### config.mk
export PLATFORM = sky130hd
export DESIGN_NAME = fpa_div_cell
export DESIGN_NICKNAME = d
export VERILOG_FILES = /design/src/hw/rtl/fixed_point_alu_core_defines.svh /design/src/hw/rtl/fpa_pkg.sv /design/src/hw/rtl/fpa_div_cell.sv
export SDC_FILE = /design/constraint.sdc
export NUM_CORES = 1
export LEC_CHECK = 0
export BUFFER_PORTS_ARGS = -buffer_cell sky130_fd_sc_hd__buf_2
export CAP_MARGIN = 20
export CORE_AREA = 2 2 198 200
export CTS_CLUSTER_DIAMETER = 60
export DETAILED_ROUTE_END_ITERATION = 6
export DIE_AREA = 0 0 200 202
export PLACE_DENSITY_LB_ADDON = 0.3
export SLEW_MARGIN = 20
export SYNTH_ARGS = -nofsm -noshare
export SYNTH_HDL_FRONTEND = slang
export SYNTH_SLANG_ARGS = --single-unit
### constraint.sdc
create_clock -name clk -period 0.8 [get_ports clk]
set_input_delay 0.04 -clock clk [delete_from_list [all_inputs] [get_ports clk]]
set_output_delay 0.04 -clock clk [all_outputs]
set_load 0.005 [all_outputs]
### src/hw/rtl/fixed_point_alu_core_defines.svh
// Assertion macros for the fixed-point ALU core.
// Used by fixed_point_alu_core.sv; needs a clk and rst_n in scope.
`ifndef FIXED_POINT_ALU_CORE_DEFINES_SVH
`define FIXED_POINT_ALU_CORE_DEFINES_SVH

// Property checked on every clock edge outside reset
`define FPA_ASSERT(lbl, prop) \
    lbl: assert property (@(posedge clk) disable iff (!rst_n) (prop)) \
        else $error("fixed_point_alu_core assertion failed");

// Property checked on every clock edge, also during reset
`define FPA_ASSERT_ALWAYS(lbl, prop) \
    lbl: assert property (@(posedge clk) (prop)) \
        else $error("fixed_point_alu_core assertion failed");

`endif

### src/hw/rtl/fpa_pkg.sv
// Package for the fixed-point ALU core: widths, mode and status codes,
// the pipeline item type and the saturating pack function. No dependencies.
package fpa_pkg;

    localparam int WORD_BITS = 32;
    localparam int FRAC_BITS = 8;
    localparam int DIV_STEPS = WORD_BITS + FRAC_BITS;

    typedef enum logic [3:0] {
        MODE_ADD      = 4'd0,
        MODE_SUB      = 4'd1,
        MODE_MUL      = 4'd2,
        MODE_DIV      = 4'd3,
        MODE_GT       = 4'd4,
        MODE_LT       = 4'd5,
        MODE_GE       = 4'd6,
        MODE_LE       = 4'd7,
        MODE_EQ       = 4'd8,
        MODE_NE       = 4'd9,
        MODE_MIN      = 4'd10,
        MODE_MAX      = 4'd11,
        MODE_INC      = 4'd12,
        MODE_DEC      = 4'd13,
        MODE_TO_INT   = 4'd14,
        MODE_FROM_INT = 4'd15
    } mode_t;

    typedef enum logic [1:0] {
        ST_OK   = 2'd0,
        ST_DIV0 = 2'd1,
        ST_OVF  = 2'd2
    } status_t;

    localparam logic [WORD_BITS-1:0] MAX_POS = {1'b0, {(WORD_BITS-1){1'b1}}};
    localparam logic [WORD_BITS-1:0] MIN_NEG = {1'b1, {(WORD_BITS-1){1'b0}}};

    // One request as it moves down the pipeline
    typedef struct packed {
        mode_t                   mode;
        logic                    neg;      // result sign for mul/div
        logic                    a_neg;
        logic [WORD_BITS-1:0]    res;      // result of the simple modes
        logic                    cmp;
        status_t                 st;
        logic [2*WORD_BITS-1:0]  prod;     // magnitude product for mul
        logic [WORD_BITS-1:0]    d;        // divisor magnitude
        logic [WORD_BITS-1:0]    rem;      // partial remainder
        logic [DIV_STEPS-1:0]    num;      // numerator bits still to shift in
        logic [DIV_STEPS-1:0]    quo;      // quotient bits so far
    } item_t;

    typedef struct packed {
        logic [WORD_BITS-1:0] res;
        status_t              st;
    } packed_t;

    // Sign and magnitude to a word, saturating when out of range
    function automatic packed_t pack_sat(input logic neg,
                                         input logic [2*WORD_BITS-1:0] mag);
        packed_t p;
        p.st = ST_OK;
        if (neg) begin
            if (mag > {{WORD_BITS{1'b0}}, MIN_NEG}) begin
                p.res = MIN_NEG;
                p.st  = ST_OVF;
            end else begin
                p.res = -mag[WORD_BITS-1:0];
            end
        end else begin
            if (mag > {{WORD_BITS{1'b0}}, MAX_POS}) begin
                p.res = MAX_POS;
                p.st  = ST_OVF;
            end else begin
                p.res = mag[WORD_BITS-1:0];
            end
        end
        return p;
    endfunction

endpackage

### src/hw/rtl/fpa_div_cell.sv
// One cell of the divider chain: one restoring quotient bit per cell.
// Depends on fpa_pkg.
module fpa_div_cell (
    input  logic            clk,
    input  logic            rst_n,
    input  logic            en,
    input  logic            in_valid,
    input  fpa_pkg::item_t  in_item,
    output logic            out_valid,
    output fpa_pkg::item_t  out_item
);

    localparam int W = fpa_pkg::WORD_BITS;
    localparam int N = fpa_pkg::DIV_STEPS;

    logic            valid_reg;
    fpa_pkg::item_t  item_reg;
    fpa_pkg::item_t  item_next;
    logic [W:0]      trial;
    logic            take;

    // Shift in the next numerator bit, subtract when it fits
    always_comb
    begin
        trial          = {in_item.rem, in_item.num[N-1]};
        take           = trial >= {1'b0, in_item.d};
        item_next      = in_item;
        item_next.num  = {in_item.num[N-2:0], 1'b0};
        item_next.quo  = {in_item.quo[N-2:0], take};
        item_next.rem  = take ? (trial[W-1:0] - in_item.d) : trial[W-1:0];
    end

    always_ff @(posedge clk or negedge rst_n)
    begin
        if (!rst_n) begin
            valid_reg <= 1'b0;
        end else if (en) begin
            valid_reg <= in_valid;
        end
    end

    always_ff @(posedge clk)
    begin
        if (en) begin
            item_reg <= item_next;
        end
    end

    assign out_valid = valid_reg;
    assign out_item  = item_reg;

endmodule

Yosys cells after proc, flatten, opt, wreduce, memory -nomap -nowiden

Cells that the tools add are included.

Muxes and demuxes: 1
Add/subtract/negate cells: 1
Magnitude comparators: 1

Operators with widths:

| cell                                             | number |
|---|---|
| 33-bit by 32-bit >= comparator with 1-bit output | 1 |
| 32-bit 2-to-1 mux                                | 1 |
| 32-bit subtractor                                | 1 |

Flip-flop bits (word level): 249
Word-level logic and storage cells: 15
Input port bits: 253
Output and inout port bits: 250

Longest topological paths before layout

Depth in word-level cells: 2
Gate-level depth with buffers: 13
Mapped depth without buffers: 12

Worst setup path before layout

Ideal clock, no wire load.

Path type: input port to flip-flop
Start: input port in_item[119] (netlist bit)
End: register item_reg (netlist bit out_item[103]) (data pin)
Path slack: -2.011 ns
Buffers on the path: 2
Cell stages on the path: 12
Setup time: 0.262 ns
Required time: 0.538 ns
Arrival time: 2.549 ns
Path through: inv_1 -> ha_1 -> buf_2 -> nand4_1 -> or4_1 -> a21oi_1 -> nor3_1 -> a211oi_2 -> o21ai_2 -> o31ai_4 -> buf_4 -> mux2_1

RTL lines:

| what                   | line               | RTL |
|---|---|---|
| start: declaration     | fpa_div_cell.sv:8  | `input fpa_pkg::item_t in_item,` |
| end signal: assignment | fpa_div_cell.sv:45 | `item_reg <= item_next;` |
| end: declaration       | fpa_div_cell.sv:17 | `fpa_pkg::item_t item_reg;` |

==> impl_results.md <==
* Sequential area share after synthesis at 77.0%
* Initial Utilization at 25.3%
* Final Non-Filler Cells at 2057
* Switching fraction of total power at 24.9%
* Critical Path RT at between 1 and 1.5 ns
* 1st-iter DRT viols at about 450
* Routed Antenna Nets at 0
* Synth Warn # at 0
* Syn Area/Cell at 16.3 sq um
* Clk buf depth at 3
* Count leader, synth: edfxtp_1
* Clock-pin slew of the registers on the worst-case setup and hold paths at ~0.05 ns
* Post-Syn Instances at between 500 and 600
* Fraction of layout cells with a size suffix above 1 at 49.7%
* CTS sink count at 249
* Failing checks: hold timing, setup timing
* Highest Clock Rate at between 0.4 and 0.5 GHz
* Boundary Pins at a little over 500
* Port Buf Inserts at 500
* CTS tree: built
* Max cap viols at 0
* Final Setup Violations at 286
* Inst Count DP at between 1500 and 2000
* Final min period at ~2.4 ns
* Root Buffer: clkbuf_16
* Post-Route WL at 40.2 mm
* Mapped Area at 0.00970 sq mm
* Crit path capture type: register
* Status: finished, violations left
* Synth top area share at 76.7%
* Final Skew at 0 ns
* Die Span X at roughly 200 um
* DR vias/cell at 4.25
* Slew margin rel. at 62.1%
* Fin worst setup slack at -1.56 ns
* Footprint of the multi-input gates at 0.00233 sq mm
* Synth Flop Type: edfxtp_1
* Post-synth EDFFs at approximately 250
* WL/cell at 19.5 um
* Net switching power at 9.59 mW
* Max VDD drop at 1750 uV
* Initial antenna violation count at 8
* Vias in the first global route at approximately 9200
* Pin count of the biggest net entering global routing at 26
* Leakage at 7.97 nW
* Final Hold Viols at 1
* Crit path kind: in -> reg
* Slew Limit Fails at 0
* Fin crit share at 295%
* Post-synth top cells: edfxtp_1, a21oi_1, inv_1
* Overall global routing resource usage at between 10% and 20%
* Crit-path max FO at 5
* Power share of the combinational group at 18.4%
* Fin nets at 1797
* Vias at ~8700
* Setup_tns at -116.35 ns
* Sequential cell area at 0.00747 sq mm
* Die area at 0.0404 sq mm
* Post-DP HPWL at approximately 29 mm
* Async S/R FF share, synth at less than 1%
* Total core area at around 0.038 sq mm
* Synth-to-Final Area Change at 88.3%
* Die span in y at 202 um
* Seq cells post-synth at roughly 250
* GRT overflow at 0
* Netlist cell types at 50
* First drt pass iteration count at 4
* Mapped Nets at 883
* Clk pwr share at 39.9%
* Fillers at around 3400
* Global-route wire length before repair at 56.1 mm
* CP Launch Type: primary input
* CTS H-tree lvls at 2
* Clk_lat worst skew at 0.53 ns
* Std-Cell Rows at 72
* DRC violation count after routing at 0
* Crit path arrival time at 2.63 ns
* Yosys top cell by area: edfxtp_1
* Flop pwr share at 41.7%
* RD Place Congestion at about 0.88
* Power Density at 2110 mW/mm^2
* Num CTS Buffers at 36
* Final Hold Slack at -0.159 ns
* Internal power at 29.0 mW
* Tightest Pin Transition at 0.566 ns
* HP Class: in -> reg
* Synth top area cells: edfxtp_1, ha_1, a21oi_1
* RSZ-0062 raised after global routing: yes
## final timing paths
check / start / endpoint / slack [ns] / depth (start not counted)
worst max-delay path: in_item[85] / out_item[87] / -1.56 / 18
worst min-delay path: in_item[111] / out_item[109] / -0.16 / 3
worst max register to register: out_valid / out_valid / 0.03 / 1
worst min register to register: out_valid / out_valid / 0.54 / 1
max in group asynchronous: rst_n / out_valid / 0.34 / 3
min in group asynchronous: rst_n / out_valid / 0.36 / 3
## stage by stage
stage | total power [mW] | cell area [sq um] | hold WS, ns | setup WS (ns) | util, %
finish | 38.6 | 18300 | -0.159 | -1.56 | 47.7
global route | 40.1 | 18300 | -0.180 | -1.64 | 47.7
CTS | 38.8 | 18100 | -0.168 | -1.52 | 47.2
detailed placement | 21.8 | 14000 | -0.178 | -2.36 | 36.5
global placement | 21.7 | 14000 | -0.185 | -2.29 | 36.5
floorplan | 18.2 | 9890 | -0.256 | -1.89 | -
## sequential cells by signal, indices dropped and copies added (netlist names)
signal,cells
out_valid,1
out_item,248
## kinds of logic (layout without fill, tap and decap cells)
group / Yosys count / after routing / share of synthesized area (%)
flip-flops: 249 / 249 / 77.0
multiplexers: 12 / 12 / 1.38
other: 1 / 6 / 0.0386
buffers and inverters: 57 / 994 / 2.48
AND/OR/NAND/NOR: 99 / 99 / 4.80
adder cells (fa/ha/maj): 33 / 33 / 4.33
AO/OA/AOI/OAI: 119 / 119 / 7.54
XOR/XNOR: 27 / 27 / 2.44
## metal layers
layer | share of wire (%) | wire (um) | up-vias | GRT usage [%]
met5 | 0.067 | 27 | - | 0
met4 | 4.5 | 1810 | 4 | 9.76
met3 | 6.4 | 2580 | 87 | 4.29
met2 | 51 | 20300 | 352 | 33.7
met1 | 38 | 15500 | 4196 | 21.2
li1 | - | - | 4104 | -
## worst max-delay path, stage by stage
cell and delay [ns]:
buf_2 0.12, ha_4 0.26, nand4_1 0.16, buf_4 0.18, buf_4 0.12, buf_4 0.12, buf_4 0.12, buf_4 0.12
buf_4 0.13, nor4_2 0.22, buf_4 0.15, nor4_2 0.04, o21a_1 0.13, o31ai_4 0.07, buf_6 0.14, buf_6 0.10
buf_12 0.11, mux2_4 0.29
## what timing repair did
| item | in CTS | in global routing |
|---|---|---|
| hold endpoints to repair | 258 | 6 |
| pin swaps | 20 | 14 |
| endpoints found under the setup margin | 282 | 292 |
| buffers inserted | 14 | 5 |
| resized for setup | 72 | 52 |
| hold buffers | 251 | 2 |
| gates cloned | 3 | 0 |
## cells in the final DEF (no fill, tap or decap), drive strengths merged, types with 4 or more instances in the layout
cell type,count
a211oi,4
a21o,12
a21oi,56
a31oi,5
buf,644
clkbuf,39
clkinv,12
diode,5
dlygate4sd3,251
edfxtp,248
ha,32
inv,45
mux2,11
nand2,26
nand3,8
nand4,8
nor2,35
nor4,4
o211ai,4
o21a,6
o21ai,18
xnor2,15
xor2,12
## power by group through the flow
stage                     logic, mW  registers [mW]  clock network [mW]
after floorplan                1.73            16.5                   0
after global routing           7.65            16.2                16.3
after global placement         5.43            16.3                   0
after CTS                      6.98            16.1                15.8
after detailed placement       5.47            16.3                   0
final                          7.10            16.1                15.4
## cell type report
cell class              count  share of cell area (%)
diodes                      5                  0.0685
clock buffers              39                    5.22
clock inverters            22                    1.09
inverters                  38                   0.863
multi-input cells         291                    12.7
flip-flops and latches    249                    40.9
well taps                 518                    3.55
repair buffers            895                    35.6
No activity file was read; power rests on OpenSTA's default activity.
