$ cat config.mk
export PLATFORM = sky130hd
export DESIGN_NAME = fpa_back
export DESIGN_NICKNAME = d
export VERILOG_FILES = /design/src/hw/rtl/fixed_point_alu_core_defines.svh /design/src/hw/rtl/fpa_pkg.sv /design/src/hw/rtl/fpa_back.sv
export SDC_FILE = /design/constraint.sdc
export NUM_CORES = 1
export LEC_CHECK = 0
export ABC_CLOCK_PERIOD_IN_PS = 1400
export BUFFER_PORTS_ARGS = -buffer_cell sky130_fd_sc_hd__buf_2
export CAP_MARGIN = 20
export CORE_MARGIN = 2
export CORE_UTILIZATION = 56
export DETAILED_ROUTE_END_ITERATION = 6
export PLACE_DENSITY = 0.89
export SYNTH_ARGS = -nofsm -noshare
export SYNTH_HDL_FRONTEND = slang
export SYNTH_SLANG_ARGS = --single-unit
$ cat constraint.sdc
create_clock -name clk -period 1.4 [get_ports clk]
set_input_delay 0.07 -clock clk [delete_from_list [all_inputs] [get_ports clk]]
set_output_delay 0.07 -clock clk [all_outputs]
set_load 0.005 [all_outputs]
$ cat src/hw/rtl/fixed_point_alu_core_defines.svh
// Assertion macros for the fixed-point ALU core.
// Used by fixed_point_alu_core.sv; needs a clk and rst_n in scope.
`ifndef FIXED_POINT_ALU_CORE_DEFINES_SVH
`define FIXED_POINT_ALU_CORE_DEFINES_SVH

// Property checked on every clock edge outside reset
`define FPA_ASSERT(lbl, prop) \
    lbl: assert property (@(posedge clk) disable iff (!rst_n) (prop)) \
        else $error("fixed_point_alu_core assertion failed");

// Property checked on every clock edge, also during reset
`define FPA_ASSERT_ALWAYS(lbl, prop) \
    lbl: assert property (@(posedge clk) (prop)) \
        else $error("fixed_point_alu_core assertion failed");

`endif

$ cat src/hw/rtl/fpa_pkg.sv
// Package for the fixed-point ALU core: widths, mode and status codes,
// the pipeline item type and the saturating pack function. No dependencies.
package fpa_pkg;

    localparam int WORD_BITS = 32;
    localparam int FRAC_BITS = 8;
    localparam int DIV_STEPS = WORD_BITS + FRAC_BITS;

    typedef enum logic [3:0] {
        MODE_ADD      = 4'd0,
        MODE_SUB      = 4'd1,
        MODE_MUL      = 4'd2,
        MODE_DIV      = 4'd3,
        MODE_GT       = 4'd4,
        MODE_LT       = 4'd5,
        MODE_GE       = 4'd6,
        MODE_LE       = 4'd7,
        MODE_EQ       = 4'd8,
        MODE_NE       = 4'd9,
        MODE_MIN      = 4'd10,
        MODE_MAX      = 4'd11,
        MODE_INC      = 4'd12,
        MODE_DEC      = 4'd13,
        MODE_TO_INT   = 4'd14,
        MODE_FROM_INT = 4'd15
    } mode_t;

    typedef enum logic [1:0] {
        ST_OK   = 2'd0,
        ST_DIV0 = 2'd1,
        ST_OVF  = 2'd2
    } status_t;

    localparam logic [WORD_BITS-1:0] MAX_POS = {1'b0, {(WORD_BITS-1){1'b1}}};
    localparam logic [WORD_BITS-1:0] MIN_NEG = {1'b1, {(WORD_BITS-1){1'b0}}};

    // One request as it moves down the pipeline
    typedef struct packed {
        mode_t                   mode;
        logic                    neg;      // result sign for mul/div
        logic                    a_neg;
        logic [WORD_BITS-1:0]    res;      // result of the simple modes
        logic                    cmp;
        status_t                 st;
        logic [2*WORD_BITS-1:0]  prod;     // magnitude product for mul
        logic [WORD_BITS-1:0]    d;        // divisor magnitude
        logic [WORD_BITS-1:0]    rem;      // partial remainder
        logic [DIV_STEPS-1:0]    num;      // numerator bits still to shift in
        logic [DIV_STEPS-1:0]    quo;      // quotient bits so far
    } item_t;

    typedef struct packed {
        logic [WORD_BITS-1:0] res;
        status_t              st;
    } packed_t;

    // Sign and magnitude to a word, saturating when out of range
    function automatic packed_t pack_sat(input logic neg,
                                         input logic [2*WORD_BITS-1:0] mag);
        packed_t p;
        p.st = ST_OK;
        if (neg) begin
            if (mag > {{WORD_BITS{1'b0}}, MIN_NEG}) begin
                p.res = MIN_NEG;
                p.st  = ST_OVF;
            end else begin
                p.res = -mag[WORD_BITS-1:0];
            end
        end else begin
            if (mag > {{WORD_BITS{1'b0}}, MAX_POS}) begin
                p.res = MAX_POS;
                p.st  = ST_OVF;
            end else begin
                p.res = mag[WORD_BITS-1:0];
            end
        end
        return p;
    endfunction

endpackage

$ cat src/hw/rtl/fpa_back.sv
// Output stage of the fixed-point ALU: rounding and saturation of mul
// and div, final select, output register. Depends on fpa_pkg.
module fpa_back (
    input  logic                          clk,
    input  logic                          rst_n,
    input  logic                          en,
    input  logic                          in_valid,
    input  fpa_pkg::item_t                in_item,
    output logic                          out_valid,
    output logic [fpa_pkg::WORD_BITS-1:0] result,
    output logic                          compare_true,
    output logic [1:0]                    status
);

    localparam int W = fpa_pkg::WORD_BITS;
    localparam int F = fpa_pkg::FRAC_BITS;
    localparam int N = fpa_pkg::DIV_STEPS;

    logic                   valid_reg;
    logic [W-1:0]           result_reg, result_next;
    logic                   cmp_reg, cmp_next;
    fpa_pkg::status_t       st_reg, st_next;
    logic [2*W:0]           prod_rnd;
    logic                   div_up;
    logic [N:0]             quo_rnd;
    fpa_pkg::packed_t       mul_p, div_p;

    // Round half away from zero on magnitudes, then saturate
    always_comb
    begin
        prod_rnd = {1'b0, in_item.prod} + {{(2*W+1-F){1'b0}}, 1'b1, {(F-1){1'b0}}};
        mul_p    = fpa_pkg::pack_sat(in_item.neg, {{(F-1){1'b0}}, prod_rnd[2*W:F]});
        div_up   = {in_item.rem, 1'b0} >= {1'b0, in_item.d};
        quo_rnd  = {1'b0, in_item.quo} + {{N{1'b0}}, div_up};
        div_p    = fpa_pkg::pack_sat(in_item.neg, {{(2*W-N-1){1'b0}}, quo_rnd});
    end

    // Final select
    always_comb
    begin
        result_next = in_item.res;
        cmp_next    = in_item.cmp;
        st_next     = in_item.st;
        case (in_item.mode)
            fpa_pkg::MODE_MUL:
            begin
                result_next = mul_p.res;
                st_next     = mul_p.st;
            end
            fpa_pkg::MODE_DIV:
            begin
                if (in_item.d == '0) begin
                    result_next = in_item.a_neg ? fpa_pkg::MIN_NEG : fpa_pkg::MAX_POS;
                    st_next     = fpa_pkg::ST_DIV0;
                end else begin
                    result_next = div_p.res;
                    st_next     = div_p.st;
                end
            end
            default: result_next = in_item.res;
        endcase
    end

    always_ff @(posedge clk or negedge rst_n)
    begin
        if (!rst_n) begin
            valid_reg <= 1'b0;
        end else if (en) begin
            valid_reg <= in_valid;
        end
    end

    always_ff @(posedge clk)
    begin
        if (en) begin
            result_reg <= result_next;
            cmp_reg    <= cmp_next;
            st_reg     <= st_next;
        end
    end

    assign out_valid    = valid_reg;
    assign result       = result_reg;
    assign compare_true = cmp_reg;
    assign status       = st_reg;

endmodule
==> flow_summary.toml, run 1 <==
[status]
status = "stopped before the end"
error = "[ERROR GRT-0116] Global routing finished with congestion. Check the congestion regions in the DRC Viewer."
haltStage = "global routing"

[global_route]
grt_max_degree = 37
overflow = 1103
grt_pass1_vias = 18300
track_usage = 0.980
grt_pass1_wl_um = 112000

[clocking]
cts_sinks = 36
cts_buffers = 5
cts_root_buffer = "clkbuf_16"
cts.htree.levels = 2
clockBufferDepth = 2

[yosys]
synthTopCellsByArea = "edfxtp_1 (13%), xnor2_1 (6.8%), ha_1 (6.0%)"
ys.flop_type = "edfxtp_1"
syn-num-nets = 1359
async_reset_ff_frac = 0.0278
synth_top_cell_area_share = 0.134
synth.ff_latch_count = 36
ys_seq_area_frac = 0.137
yosysWarnings = 0
syn_avg_cell_area_um2 = 7.37
synth_cell_types = 81
synthCells = 1068
synth_edf_count = 35
synth_top_area_cell = "edfxtp_1"
syn_area_um2 = 7870

[floorplanning]
core.rowCount = 43
fp.dieW_um = 123
dieHeight_um = 123
start_util = 0.569
io_pins = 289

[placement]
dpl.cell_count = 1851
port_buffers = 241
dp_hpwl_um = 34300
routabilityCongestion = 1.20
synth_stat cells, types with 35 or more instances:
library cell / number
nor2_1: 76
nand3_1: 59
ha_1: 38
xnor2_1: 61
edfxtp_1: 35
inv_1: 51
o21ai_0: 35
nor4_1: 48
nor3_1: 40
nand2_1: 109
xor2_1: 42
a21oi_1: 40
nand4_1: 56
through the flow:
step	cell area (µm²)	setup WS (ps)	util	setup TNS, ps
after floorplan	8190	-3270	-	-104110
after global placement	12500	-3730	0.905	-118300
after detailed placement	12500	-3970	0.905	-125230
after CTS	13500	-3300	0.979	-104880
per-layer routing:
metal,global-route usage,overflow
met5,0.476,3
met1,0.865,28
met2,1.28,841
met4,1.12,220
met3,0.735,11
kinds of logic after synthesis:
group                      Yosys count  share of synthesized area
DFF                                 36                      0.137
xor gates and xnor gates           103                      0.115
and+or+nand+nor                    524                      0.372
buffers and inverters              109                     0.0620
muxes                               10                     0.0135
adders and majority gates           38                     0.0604
AOI/OAI and AO/OA                  248                      0.240
what timing repair did:
item                       4_1_cts
setup buffers                   30
gates resized for setup        122
hold endpoints to repair         2
cloned                           0
setup endpoints to repair       33
pin swaps                       84
hold buffers                     2
==> run 2, diff against run 1 <==
CORE_UTILIZATION = 40   (was 56)
PLACE_DENSITY = not set   (was 0.89)
PLACE_DENSITY_LB_ADDON = 0.15   (was not set)
==> run 2 against run 1 <==
  * The flow now finishes, with violations (negative setup slack)
  * Synthesized cell count is the same
  * Area after synthesis is the same
==> flow_summary.toml, run 2 <==
[run]
cap_violations = 0

[route]
wl_per_cell_um = 18.3
antenna_left = 0
totalWireLength_um = 36800
vias_per_cell = 5.74
initialDrtViolationCount = 821
drc = 0
first_pass_iters = 6
vias = 11500

[yosys]
ys.flop_type = "edfxtp_1"
syn_avg_cell_area_um2 = 7.37
synth.ff_latch_count = 36
synth_top_area_cell = "edfxtp_1"
yosysMostFrequentCell = "nand2_1"
async_reset_ff_frac = 0.0278
synthTopCellsByCount = "nand2_1 (109), nor2_1 (76), xnor2_1 (61)"
synth_top_cell_area_share = 0.134
syn_area_um2 = 7870
yosysWarnings = 0
synth_cell_types = 81
ys_seq_area_frac = 0.137
syn-num-nets = 1359
synthTopCellsByArea = "edfxtp_1 (13%), xnor2_1 (6.8%), ha_1 (6.0%)"
synthCells = 1068
synth_edf_count = 35

[status]
violations = "negative setup slack"
status = "finished, violations left"

[clocking]
clockBufferDepth = 2
cts_root_buffer = "clkbuf_16"
cts_tree = "built"
clk-insertion-delay-late_ps = 280
clk_transition_reported_paths_ps = 60
cts_buffers = 5
cts_sinks = 36
cts.htree.levels = 2

[sta]
fmax_mhz = 216
relSlewSlack = 0.487
hold_violations = 0
worst_slew_pin_slew_ps = 770
setup_viol = 33
fin_skew_ps = 0
worst_slack_ps = -3220
min_period_over_period = 3.30
final.min_clock_period_ps = 4620
rsz0062_at_grt = "yes"
maxSlewViolCount = 0

[global_route]
grt_max_degree = 39
track_usage = 0.340
overflow = 0
antenna_found_initial = 1
grt_pass1_vias = 11100
grt_pass1_wl_um = 55900

[worst_setup_path]
critPathMaxStageDelay_ps = 530
crit_start = "in_item[130]"
required_ps = 1410
cp_slowest_cell = "or4_4"
cp_top_family = "simple AND/OR/NAND/NOR gates"
rr_startpoint = "out_valid"
crit_buf_inv = 6
cp_data_arrival_time_ps = 4640
path_class = "in2reg"
worst_setup_path_start_kind = "input port"
cp_common_cell = "a21o_1"
crit_fanout = 8
cp-end-kind = "flip-flop"

[final_layout]
synthToLayoutAreaGrowth_pct = 76.3
largest_register_ffs = 32
final_core_util = 0.715
drive_gt1_frac = 0.504
diodes = 0
fill_cells = 1651
layout_common_cells = "buf_4 (458), buf_2 (238), nand2_1 (101), nor2_1 (72), nand4_1 (56)"
final_common_cell = "buf_4"
final_nets = 2032

[pwr]
power-per-cell-area_nw_per_um2 = 381
leakagePower_nw = 6.21
ir_drop_mv = 0.419

[placement]
dp_hpwl_um = 30400
routabilityCongestion = 1.02
pre_cts_ws_ps = -3790
port_buffers = 241

[floorplanning]
io_pins = 289
core.rowCount = 51
fp.dieW_um = 144
dieHeight_um = 144
die-area_um2 = 20800
start_util = 0.406
core_um2 = 19400

[min_path]
hold_path_startpoint = "in_valid"
hp-class = "in2reg"
run 2: repair_timing:
item	4_1_cts	5_1_grt
endpoints found under the setup margin	33	33
hold buffers	2	0
pin swaps	90	23
gates resized for setup	98	29
endpoints found under the hold margin	2	0
setup buffers	26	4
cloned	1	1
run 2: cells by family (layout without fill, tap and decap cells):
logic type                 Yosys count  count (layout)  share of synthesized area
muxes                               10              10                     0.0135
DFF                                 36              36                      0.137
buffers and inverters              109             783                     0.0620
xor gates and xnor gates           103             103                      0.115
and+or+nand+nor                    524             524                      0.372
adders and majority gates           38              38                     0.0604
AOI/OAI and AO/OA                  248             248                      0.240
run 2: final cells by class:
type	instances	area (µm²)	area share
Clock inverter	3	18.8	0.00135
Tap cell	265	332	0.0239
Clock buffer	5	125	0.00902
Inverter	52	213	0.0153
Timing Repair Buffer	723	5000	0.361
Multi-Input combinational cell	923	7110	0.512
Sequential cell	36	1080	0.0776
run 2: per-layer routing:
layer | vias to the layer above | GRT usage | part of all wire
li1 | 5494 | - | -
met1 | 5352 | 0.415 | 0.41
met5 | - | 0 | 0
met3 | 128 | 0.0540 | 0.075
met2 | 537 | 0.584 | 0.47
met4 | 0 | 0.162 | 0.050
run 2: power by group:
group	switching (W)	internal, W
Clock	0.000451	0.000656
Combinational	0.00142	0.00143
Sequential	0.0000285	0.00130
run 2: worst paths after layout:
kind / cells past startpoint / slack (ps) / to
max: 28 / -3220 / result[17]
min: 2 / 20 / out_valid
max reg2reg: 1 / 670 / out_valid
min reg2reg: 1 / 500 / out_valid
max in group asynchronous: 2 / 1220 / out_valid
min in group asynchronous: 2 / 100 / out_valid
run 2: stage by stage:
stage,std cells,hold WS (ps),power [W],area (µm²),TNS [ps]
after global routing,2007,27.1,0.00558,13900,-109190
after floorplan,1068,-226,0.00241,8190,-104110
after CTS,2003,19.2,0.00522,13700,-100250
after detailed placement,1969,-151,0.00397,12900,-120580
final,2007,19.3,0.00529,13900,-103140
after global placement,1969,-155,0.00393,12900,-119350
(Power assumes the default switching activity.)
