<file path="src/hw/rtl/fixed_point_alu_core_defines.svh">
// Assertion macros for the fixed-point ALU core.
// Used by fixed_point_alu_core.sv; needs a clk and rst_n in scope.
`ifndef FIXED_POINT_ALU_CORE_DEFINES_SVH
`define FIXED_POINT_ALU_CORE_DEFINES_SVH

// Property checked on every clock edge outside reset
`define FPA_ASSERT(lbl, prop) \
    lbl: assert property (@(posedge clk) disable iff (!rst_n) (prop)) \
        else $error("fixed_point_alu_core assertion failed");

// Property checked on every clock edge, also during reset
`define FPA_ASSERT_ALWAYS(lbl, prop) \
    lbl: assert property (@(posedge clk) (prop)) \
        else $error("fixed_point_alu_core assertion failed");

`endif

</file>
<file path="src/hw/rtl/fpa_pkg.sv">
// Package for the fixed-point ALU core: widths, mode and status codes,
// the pipeline item type and the saturating pack function. No dependencies.
package fpa_pkg;

    localparam int WORD_BITS = 32;
    localparam int FRAC_BITS = 8;
    localparam int DIV_STEPS = WORD_BITS + FRAC_BITS;

    typedef enum logic [3:0] {
        MODE_ADD      = 4'd0,
        MODE_SUB      = 4'd1,
        MODE_MUL      = 4'd2,
        MODE_DIV      = 4'd3,
        MODE_GT       = 4'd4,
        MODE_LT       = 4'd5,
        MODE_GE       = 4'd6,
        MODE_LE       = 4'd7,
        MODE_EQ       = 4'd8,
        MODE_NE       = 4'd9,
        MODE_MIN      = 4'd10,
        MODE_MAX      = 4'd11,
        MODE_INC      = 4'd12,
        MODE_DEC      = 4'd13,
        MODE_TO_INT   = 4'd14,
        MODE_FROM_INT = 4'd15
    } mode_t;

    typedef enum logic [1:0] {
        ST_OK   = 2'd0,
        ST_DIV0 = 2'd1,
        ST_OVF  = 2'd2
    } status_t;

    localparam logic [WORD_BITS-1:0] MAX_POS = {1'b0, {(WORD_BITS-1){1'b1}}};
    localparam logic [WORD_BITS-1:0] MIN_NEG = {1'b1, {(WORD_BITS-1){1'b0}}};

    // One request as it moves down the pipeline
    typedef struct packed {
        mode_t                   mode;
        logic                    neg;      // result sign for mul/div
        logic                    a_neg;
        logic [WORD_BITS-1:0]    res;      // result of the simple modes
        logic                    cmp;
        status_t                 st;
        logic [2*WORD_BITS-1:0]  prod;     // magnitude product for mul
        logic [WORD_BITS-1:0]    d;        // divisor magnitude
        logic [WORD_BITS-1:0]    rem;      // partial remainder
        logic [DIV_STEPS-1:0]    num;      // numerator bits still to shift in
        logic [DIV_STEPS-1:0]    quo;      // quotient bits so far
    } item_t;

    typedef struct packed {
        logic [WORD_BITS-1:0] res;
        status_t              st;
    } packed_t;

    // Sign and magnitude to a word, saturating when out of range
    function automatic packed_t pack_sat(input logic neg,
                                         input logic [2*WORD_BITS-1:0] mag);
        packed_t p;
        p.st = ST_OK;
        if (neg) begin
            if (mag > {{WORD_BITS{1'b0}}, MIN_NEG}) begin
                p.res = MIN_NEG;
                p.st  = ST_OVF;
            end else begin
                p.res = -mag[WORD_BITS-1:0];
            end
        end else begin
            if (mag > {{WORD_BITS{1'b0}}, MAX_POS}) begin
                p.res = MAX_POS;
                p.st  = ST_OVF;
            end else begin
                p.res = mag[WORD_BITS-1:0];
            end
        end
        return p;
    endfunction

endpackage

</file>
<file path="src/hw/rtl/fpa_front.sv">
// Input stage of the fixed-point ALU: simple modes, magnitude multiply,
// divider setup. Depends on fpa_pkg.
module fpa_front (
    input  logic                          clk,
    input  logic                          rst_n,
    input  logic                          en,
    input  logic                          in_valid,
    input  fpa_pkg::mode_t                mode,
    input  logic [fpa_pkg::WORD_BITS-1:0] operand_a,
    input  logic [fpa_pkg::WORD_BITS-1:0] operand_b,
    output logic                          out_valid,
    output fpa_pkg::item_t                out_item
);

    localparam int W = fpa_pkg::WORD_BITS;
    localparam int F = fpa_pkg::FRAC_BITS;

    logic            valid_reg;
    fpa_pkg::item_t  item_reg;
    fpa_pkg::item_t  item_next;
    logic [W-1:0]    ma, mb, sum, dif;
    logic            lt, gt;
    logic [F:0]      top_bits;

    // Magnitudes, sum, difference and compares
    always_comb
    begin
        ma  = operand_a[W-1] ? -operand_a : operand_a;
        mb  = operand_b[W-1] ? -operand_b : operand_b;
        sum = operand_a + operand_b;
        dif = operand_a - operand_b;
        lt  = $signed(operand_a) < $signed(operand_b);
        gt  = $signed(operand_b) < $signed(operand_a);
        top_bits = operand_a[W-1:W-1-F];
    end

    // Simple mode results and setup of the long modes
    always_comb
    begin
        item_next       = '0;
        item_next.mode  = mode;
        item_next.neg   = operand_a[W-1] ^ operand_b[W-1];
        item_next.a_neg = operand_a[W-1];
        item_next.prod  = ma * mb;
        item_next.d     = mb;
        item_next.rem   = '0;
        item_next.num   = {ma, {F{1'b0}}};
        item_next.quo   = '0;
        item_next.st    = fpa_pkg::ST_OK;
        case (mode)
            fpa_pkg::MODE_ADD:
            begin
                item_next.res = sum;
                if (operand_a[W-1] == operand_b[W-1] && sum[W-1] != operand_a[W-1]) begin
                    item_next.res = operand_a[W-1] ? fpa_pkg::MIN_NEG : fpa_pkg::MAX_POS;
                    item_next.st  = fpa_pkg::ST_OVF;
                end
            end
            fpa_pkg::MODE_SUB:
            begin
                item_next.res = dif;
                if (operand_a[W-1] != operand_b[W-1] && dif[W-1] != operand_a[W-1]) begin
                    item_next.res = operand_a[W-1] ? fpa_pkg::MIN_NEG : fpa_pkg::MAX_POS;
                    item_next.st  = fpa_pkg::ST_OVF;
                end
            end
            fpa_pkg::MODE_GT:  item_next.cmp = gt;
            fpa_pkg::MODE_LT:  item_next.cmp = lt;
            fpa_pkg::MODE_GE:  item_next.cmp = !lt;
            fpa_pkg::MODE_LE:  item_next.cmp = !gt;
            fpa_pkg::MODE_EQ:  item_next.cmp = operand_a == operand_b;
            fpa_pkg::MODE_NE:  item_next.cmp = operand_a != operand_b;
            fpa_pkg::MODE_MIN: item_next.res = lt ? operand_a : operand_b;
            fpa_pkg::MODE_MAX: item_next.res = gt ? operand_a : operand_b;
            fpa_pkg::MODE_INC:
            begin
                if (operand_a == fpa_pkg::MAX_POS) begin
                    item_next.res = fpa_pkg::MAX_POS;
                    item_next.st  = fpa_pkg::ST_OVF;
                end else begin
                    item_next.res = operand_a + {{(W-1){1'b0}}, 1'b1};
                end
            end
            fpa_pkg::MODE_DEC:
            begin
                if (operand_a == fpa_pkg::MIN_NEG) begin
                    item_next.res = fpa_pkg::MIN_NEG;
                    item_next.st  = fpa_pkg::ST_OVF;
                end else begin
                    item_next.res = operand_a - {{(W-1){1'b0}}, 1'b1};
                end
            end
            fpa_pkg::MODE_TO_INT: item_next.res = $signed(operand_a) >>> F;
            fpa_pkg::MODE_FROM_INT:
            begin
                // fits when the top F+1 bits are all sign copies
                if (top_bits == '0 || top_bits == '1) begin
                    item_next.res = operand_a << F;
                end else begin
                    item_next.res = operand_a[W-1] ? fpa_pkg::MIN_NEG : fpa_pkg::MAX_POS;
                    item_next.st  = fpa_pkg::ST_OVF;
                end
            end
            default: item_next.res = '0;
        endcase
    end

    always_ff @(posedge clk or negedge rst_n)
    begin
        if (!rst_n) begin
            valid_reg <= 1'b0;
        end else if (en) begin
            valid_reg <= in_valid;
        end
    end

    always_ff @(posedge clk)
    begin
        if (en) begin
            item_reg <= item_next;
        end
    end

    assign out_valid = valid_reg;
    assign out_item  = item_reg;

endmodule

</file>
<file path="config.mk">
export PLATFORM = sky130hd
export DESIGN_NAME = fpa_front
export DESIGN_NICKNAME = d
export VERILOG_FILES = /design/src/hw/rtl/fixed_point_alu_core_defines.svh /design/src/hw/rtl/fpa_pkg.sv /design/src/hw/rtl/fpa_front.sv
export SDC_FILE = /design/constraint.sdc
export NUM_CORES = 2
export LEC_CHECK = 0
export ABC_AREA = 1
export BUFFER_PORTS_ARGS = -buffer_cell sky130_fd_sc_hd__buf_2
export CELL_PAD_IN_SITES_DETAIL_PLACEMENT = 1
export CELL_PAD_IN_SITES_GLOBAL_PLACEMENT = 1
export CORE_MARGIN = 3
export CORE_UTILIZATION = 52
export CTS_BUF_LIST = sky130_fd_sc_hd__clkbuf_4 sky130_fd_sc_hd__clkbuf_8
export DETAILED_ROUTE_END_ITERATION = 16
export GPL_ROUTABILITY_DRIVEN = 0
export PLACE_DENSITY_LB_ADDON = 0.1
export SLEW_MARGIN = 30
export SYNTH_ARGS = -nofsm -noshare
export SYNTH_HDL_FRONTEND = slang
export SYNTH_SLANG_ARGS = --single-unit
</file>
<file path="constraint.sdc">
create_clock -name clk -period 2.2 [get_ports clk]
set_input_delay 0.44 -clock clk [delete_from_list [all_inputs] [get_ports clk]]
set_output_delay 0.44 -clock clk [all_outputs]
set_load 0.01 [all_outputs]
</file>
==> results.yml, run 1 <==
status:
  outcome: "did not finish"
  stop_stage: "4_1_cts"
  error: "[ERROR DPL-0033] detailed placement checks failed during check placement."
floorplanning:
  core.rowCount: 113
  ios: 322
  die_y_microns: 317
  dieWidth_microns: 317
  initial_utilization_pct: 52.7
clock_tree:
  cts_setup_buffers: 172
  cts.sinks: 169
  cts_resized: 1084
  htree_levels: 4
  hold_buffers: 1
  clockBufferDepth: 2
  root_buffer: "clkbuf_8"
  numCtsBuffers: 17
place:
  placed_area_sq_mm: 0.0643
  port_buffers: 240
  dp.cells: 9400
  place_ws_ns: -7.12
  dpl.hpwl_mm: 255
logic_synthesis:
  ys_async_sr_fraction_pct: 0.592
  synth_area_leaders: "fa_1 36%, nand2_1 12%, inv_1 11%"
  yosysTopAreaCellShare_pct: 35.8
  synth_top_flop_cell: "edfxtp_1"
  yosys.cell_types.count: 56
  syn_area_sq_mm: 0.0503
  synthCells: 6748
  synth-edff-count: 168
  syn_avg_cell_area_sq_um: 7.45
  synth_seq_cells: 169
  ys_warn_count: 0
  ys_seq_area_share_pct: 10.1
  synth_top_area_cell: "fa_1"
## cells by family after synthesis
| logic type | synth area share (%) |
|---|---|
| muxes | 0.0224 |
| AOI/OAI and AO/OA | 4.48 |
| and+or+nand+nor | 24.0 |
| buffers and inverters | 14.6 |
| DFF | 10.1 |
| other | 0.00746 |
| adders and majority gates | 44.8 |
| xor gates and xnor gates | 2.07 |
## synth_stat cells, types with 3 or more instances
master       n
nand2_1   1594
inv_1     1433
fa_1       899
nor2_1     863
nand3_1    365
ha_1       361
a21oi_1    197
edfxtp_1   168
clkbuf_1   119
o21ai_0    113
buf_2      103
xor2_1     101
buf_4       97
nor3_1      43
nand4_1     36
nor2_2      29
clkinv_1    22
o21bai_1    21
o21a_1      19
a31oi_1     17
nand2_2     17
buf_1       16
inv_2       16
xnor2_1     16
a21o_1      12
o211ai_1     7
buf_6        6
nand3b_1     6
nand3_2      5
or2_2        5
and2_1       4
nor4_1       3
o21ai_1      3
o21ai_2      3
## per-stage QoR
stage          setup TNS (ns)  utilization (%)  hold slack, ns
2_1_floorplan         -337.24                -           0.144
3_3_place_gp          -444.09             67.4           0.214
3_5_place_dp          -494.64             67.4           0.216
==> run 2, diff against run 1 <==
--- a/config.mk
+++ b/config.mk
@@ -7,14 +7,11 @@
 export LEC_CHECK = 0
 export ABC_AREA = 1
 export BUFFER_PORTS_ARGS = -buffer_cell sky130_fd_sc_hd__buf_2
-export CELL_PAD_IN_SITES_DETAIL_PLACEMENT = 1
-export CELL_PAD_IN_SITES_GLOBAL_PLACEMENT = 1
 export CORE_MARGIN = 3
-export CORE_UTILIZATION = 52
-export CTS_BUF_LIST = sky130_fd_sc_hd__clkbuf_4 sky130_fd_sc_hd__clkbuf_8
+export CORE_UTILIZATION = 40
 export DETAILED_ROUTE_END_ITERATION = 16
 export GPL_ROUTABILITY_DRIVEN = 0
-export PLACE_DENSITY_LB_ADDON = 0.1
+export PLACE_DENSITY_LB_ADDON = 0.15
 export SLEW_MARGIN = 30
 export SYNTH_ARGS = -nofsm -noshare
 export SYNTH_HDL_FRONTEND = slang
==> results.yml, run 2 <==
status:
  outcome: "finished, violations left"
  failed_checks: "setup timing"
logic_synthesis:
  ys_async_sr_fraction_pct: 0.592
  synth.most_common_cell: "nand2_1"
  ys_seq_area_share_pct: 10.1
  synth_top_area_cell: "fa_1"
  yosysTopAreaCellShare_pct: 35.8
  synth_seq_cells: 169
  yosys.cell_types.count: 56
  synth_top_flop_cell: "edfxtp_1"
  ys_warn_count: 0
  syn_avg_cell_area_sq_um: 7.45
  synth-edff-count: 168
  synth_top_cells_by_count: "1594 x nand2_1, 1433 x inv_1, 899 x fa_1"
  syn_area_sq_mm: 0.0503
  synthCells: 6748
  synth_area_leaders: "fa_1 36%, nand2_1 12%, inv_1 11%"
route:
  drt_iter0_markers: 5451
  num_vias: 51900
  ant_nets: 0
  vias_per_cell: 5.22
  postRouteWirelength_mm: 220
  drc: 0
  wl_per_cell_microns: 22.1
  dr.pass1.iters: 8
floorplanning:
  initial_utilization_pct: 40.5
  die_y_microns: 361
  coreArea_sq_mm: 0.124
  core.rowCount: 129
  ios: 322
  dieWidth_microns: 361
  dieArea_sq_mm: 0.130
worst_hold_path:
  hp-class: "primary input to flip-flop"
worst_setup_path:
  max_stage_delay_ns: 0.63
  path_max_fanout: 8
  crit_required_ns: 2.51
  critPathLaunchType: "primary input"
  crit_type: "primary input to flip-flop"
  slowest_stage: "fa_2"
  worst_path_most_repeated_cell: "fa_1"
  crit_arrival_ns: 8.12
  worst_setup_path_end_kind: "flip-flop"
place:
  dpl.hpwl_mm: 186
  dp.cells: 9736
  port_buffers: 240
timing:
  tightest_slew_ns: 0.888
  hold_ws_ns: 0.125
  rsz0062_at_grt: "true"
  slew_headroom_pct: 40.6
  layout_worst_path_cycle_share_pct: 355
  fmax_ghz: 0.128
  layout_setup_ws_ns: -5.62
  min_period_ns: 7.82
  fin_setup_tns_ns: -356.61
  maxSlewViolCount: 0
  clock_skew_ns: 0
  finalHoldViolCount: 0
  setup_viol: 101
global_routing:
  track_usage_pct: 33.4
  top_usage_layer: "met2"
  grt_start_max_net_pins: 59
  grtUsageMet2_pct: 50.6
  grt_util_met1_pct: 45.3
  antenna_found_initial: 4
  first_global_vias: 51800
  grt.overflow.total: 0
  met3_usage_pct: 7.02
  grt_pass1_wl_mm: 322
cells_and_area:
  nets: 9629
  syn2layout_area_growth_pct: 41.4
  drive_above_1_share_pct: 33.3
  final_common_cell: "nand2_1"
  largest_register_ff_count: 168
  final_cell_mix: "1427 x nand2_1, 1310 x inv_1, 1287 x buf_4, 833 x fa_1, 709 x nor2_1"
  fin_cells: 9953
clock_tree:
  root_buffer: "clkbuf_16"
  clockBufferDepth: 2
  htree_levels: 4
  cts.sinks: 169
  clk_latency_ns: 0.54
  cts.reportedPaths.clkPinSlew_ns: 0.07
  tritoncts: "done"
  numCtsBuffers: 17
run:
  maxCapViolations: 0
[run 2: cell counts after synthesis]
No cell type changed its count.
[run 2: area by class of cell]
class / count / area, sq um
fillers: 11500 / 53200
multi-input cells: 4845 / 42700
repair buffers: 1789 / 14900
inverters: 1473 / 5680
flip-flops and latches: 169 / 5070
well taps: 1637 / 2050
clock buffers: 17 / 425
clock inverters: 15 / 188
repair inverters: 2 / 15.0
diodes: 6 / 15.0
[run 2: path summary, 6_finish.rpt]
| check | from | endpoint | slack (ns) | cells after the start |
|---|---|---|---|---|
| setup reg to reg | out_valid | out_valid | 1.46 | 1 |
| max in group asynchronous | rst_n | out_valid | 1.92 | 2 |
| hold reg to reg | out_valid | out_valid | 0.51 | 1 |
| min in group asynchronous | rst_n | out_valid | 0.20 | 2 |
| hold / removal | in_valid | out_valid | 0.12 | 2 |
| setup / recovery | operand_b[1] | out_item[202] | -5.62 | 35 |
[run 2: kinds of logic after synthesis]
family | share of synthesized area (%)
flops | 10.1
simple gates | 24.0
other cells | 0.00746
fa+ha+maj | 44.8
xor+xnor | 2.07
compound gates | 4.48
buf+inv | 14.6
mux | 0.0224
[run 2: what timing repair did]
item,4_1_cts,5_1_grt
pin swaps,218,231
endpoints found under the setup margin,105,101
gates resized for setup,701,468
hold endpoints to repair,1,0
hold buffers,1,0
cloned,4,5
buffers inserted,100,82
[run 2: critical path, delay by kind of cell]
kind          cells  cell delay (ns)
fa+ha+maj         9             4.05
simple gates     15             2.41
buf+inv          10             1.14
xor+xnor          1             0.06
[run 2: metrics by stage]
stage                     util (%)  setup WS [ns]  area [sq um]
after floorplan                  -          -5.40         52000
after global placement        51.9          -6.64         64500
after detailed placement      51.9          -6.66         64500
after CTS                     55.0          -5.38         68400
after global routing          57.2          -5.85         71100
final                         57.2          -5.62         71100
[run 2: layer usage]
layer  routed length, microns  share of wire (%)
met1                    87700                 40
met2                    95500                 44
met3                    23100                 11
met4                    13200                6.0
met5                       45              0.021
Power of run 2 is not shown: default switching activity piles up to over one toggle a cycle in this logic, so the estimate is an artifact.
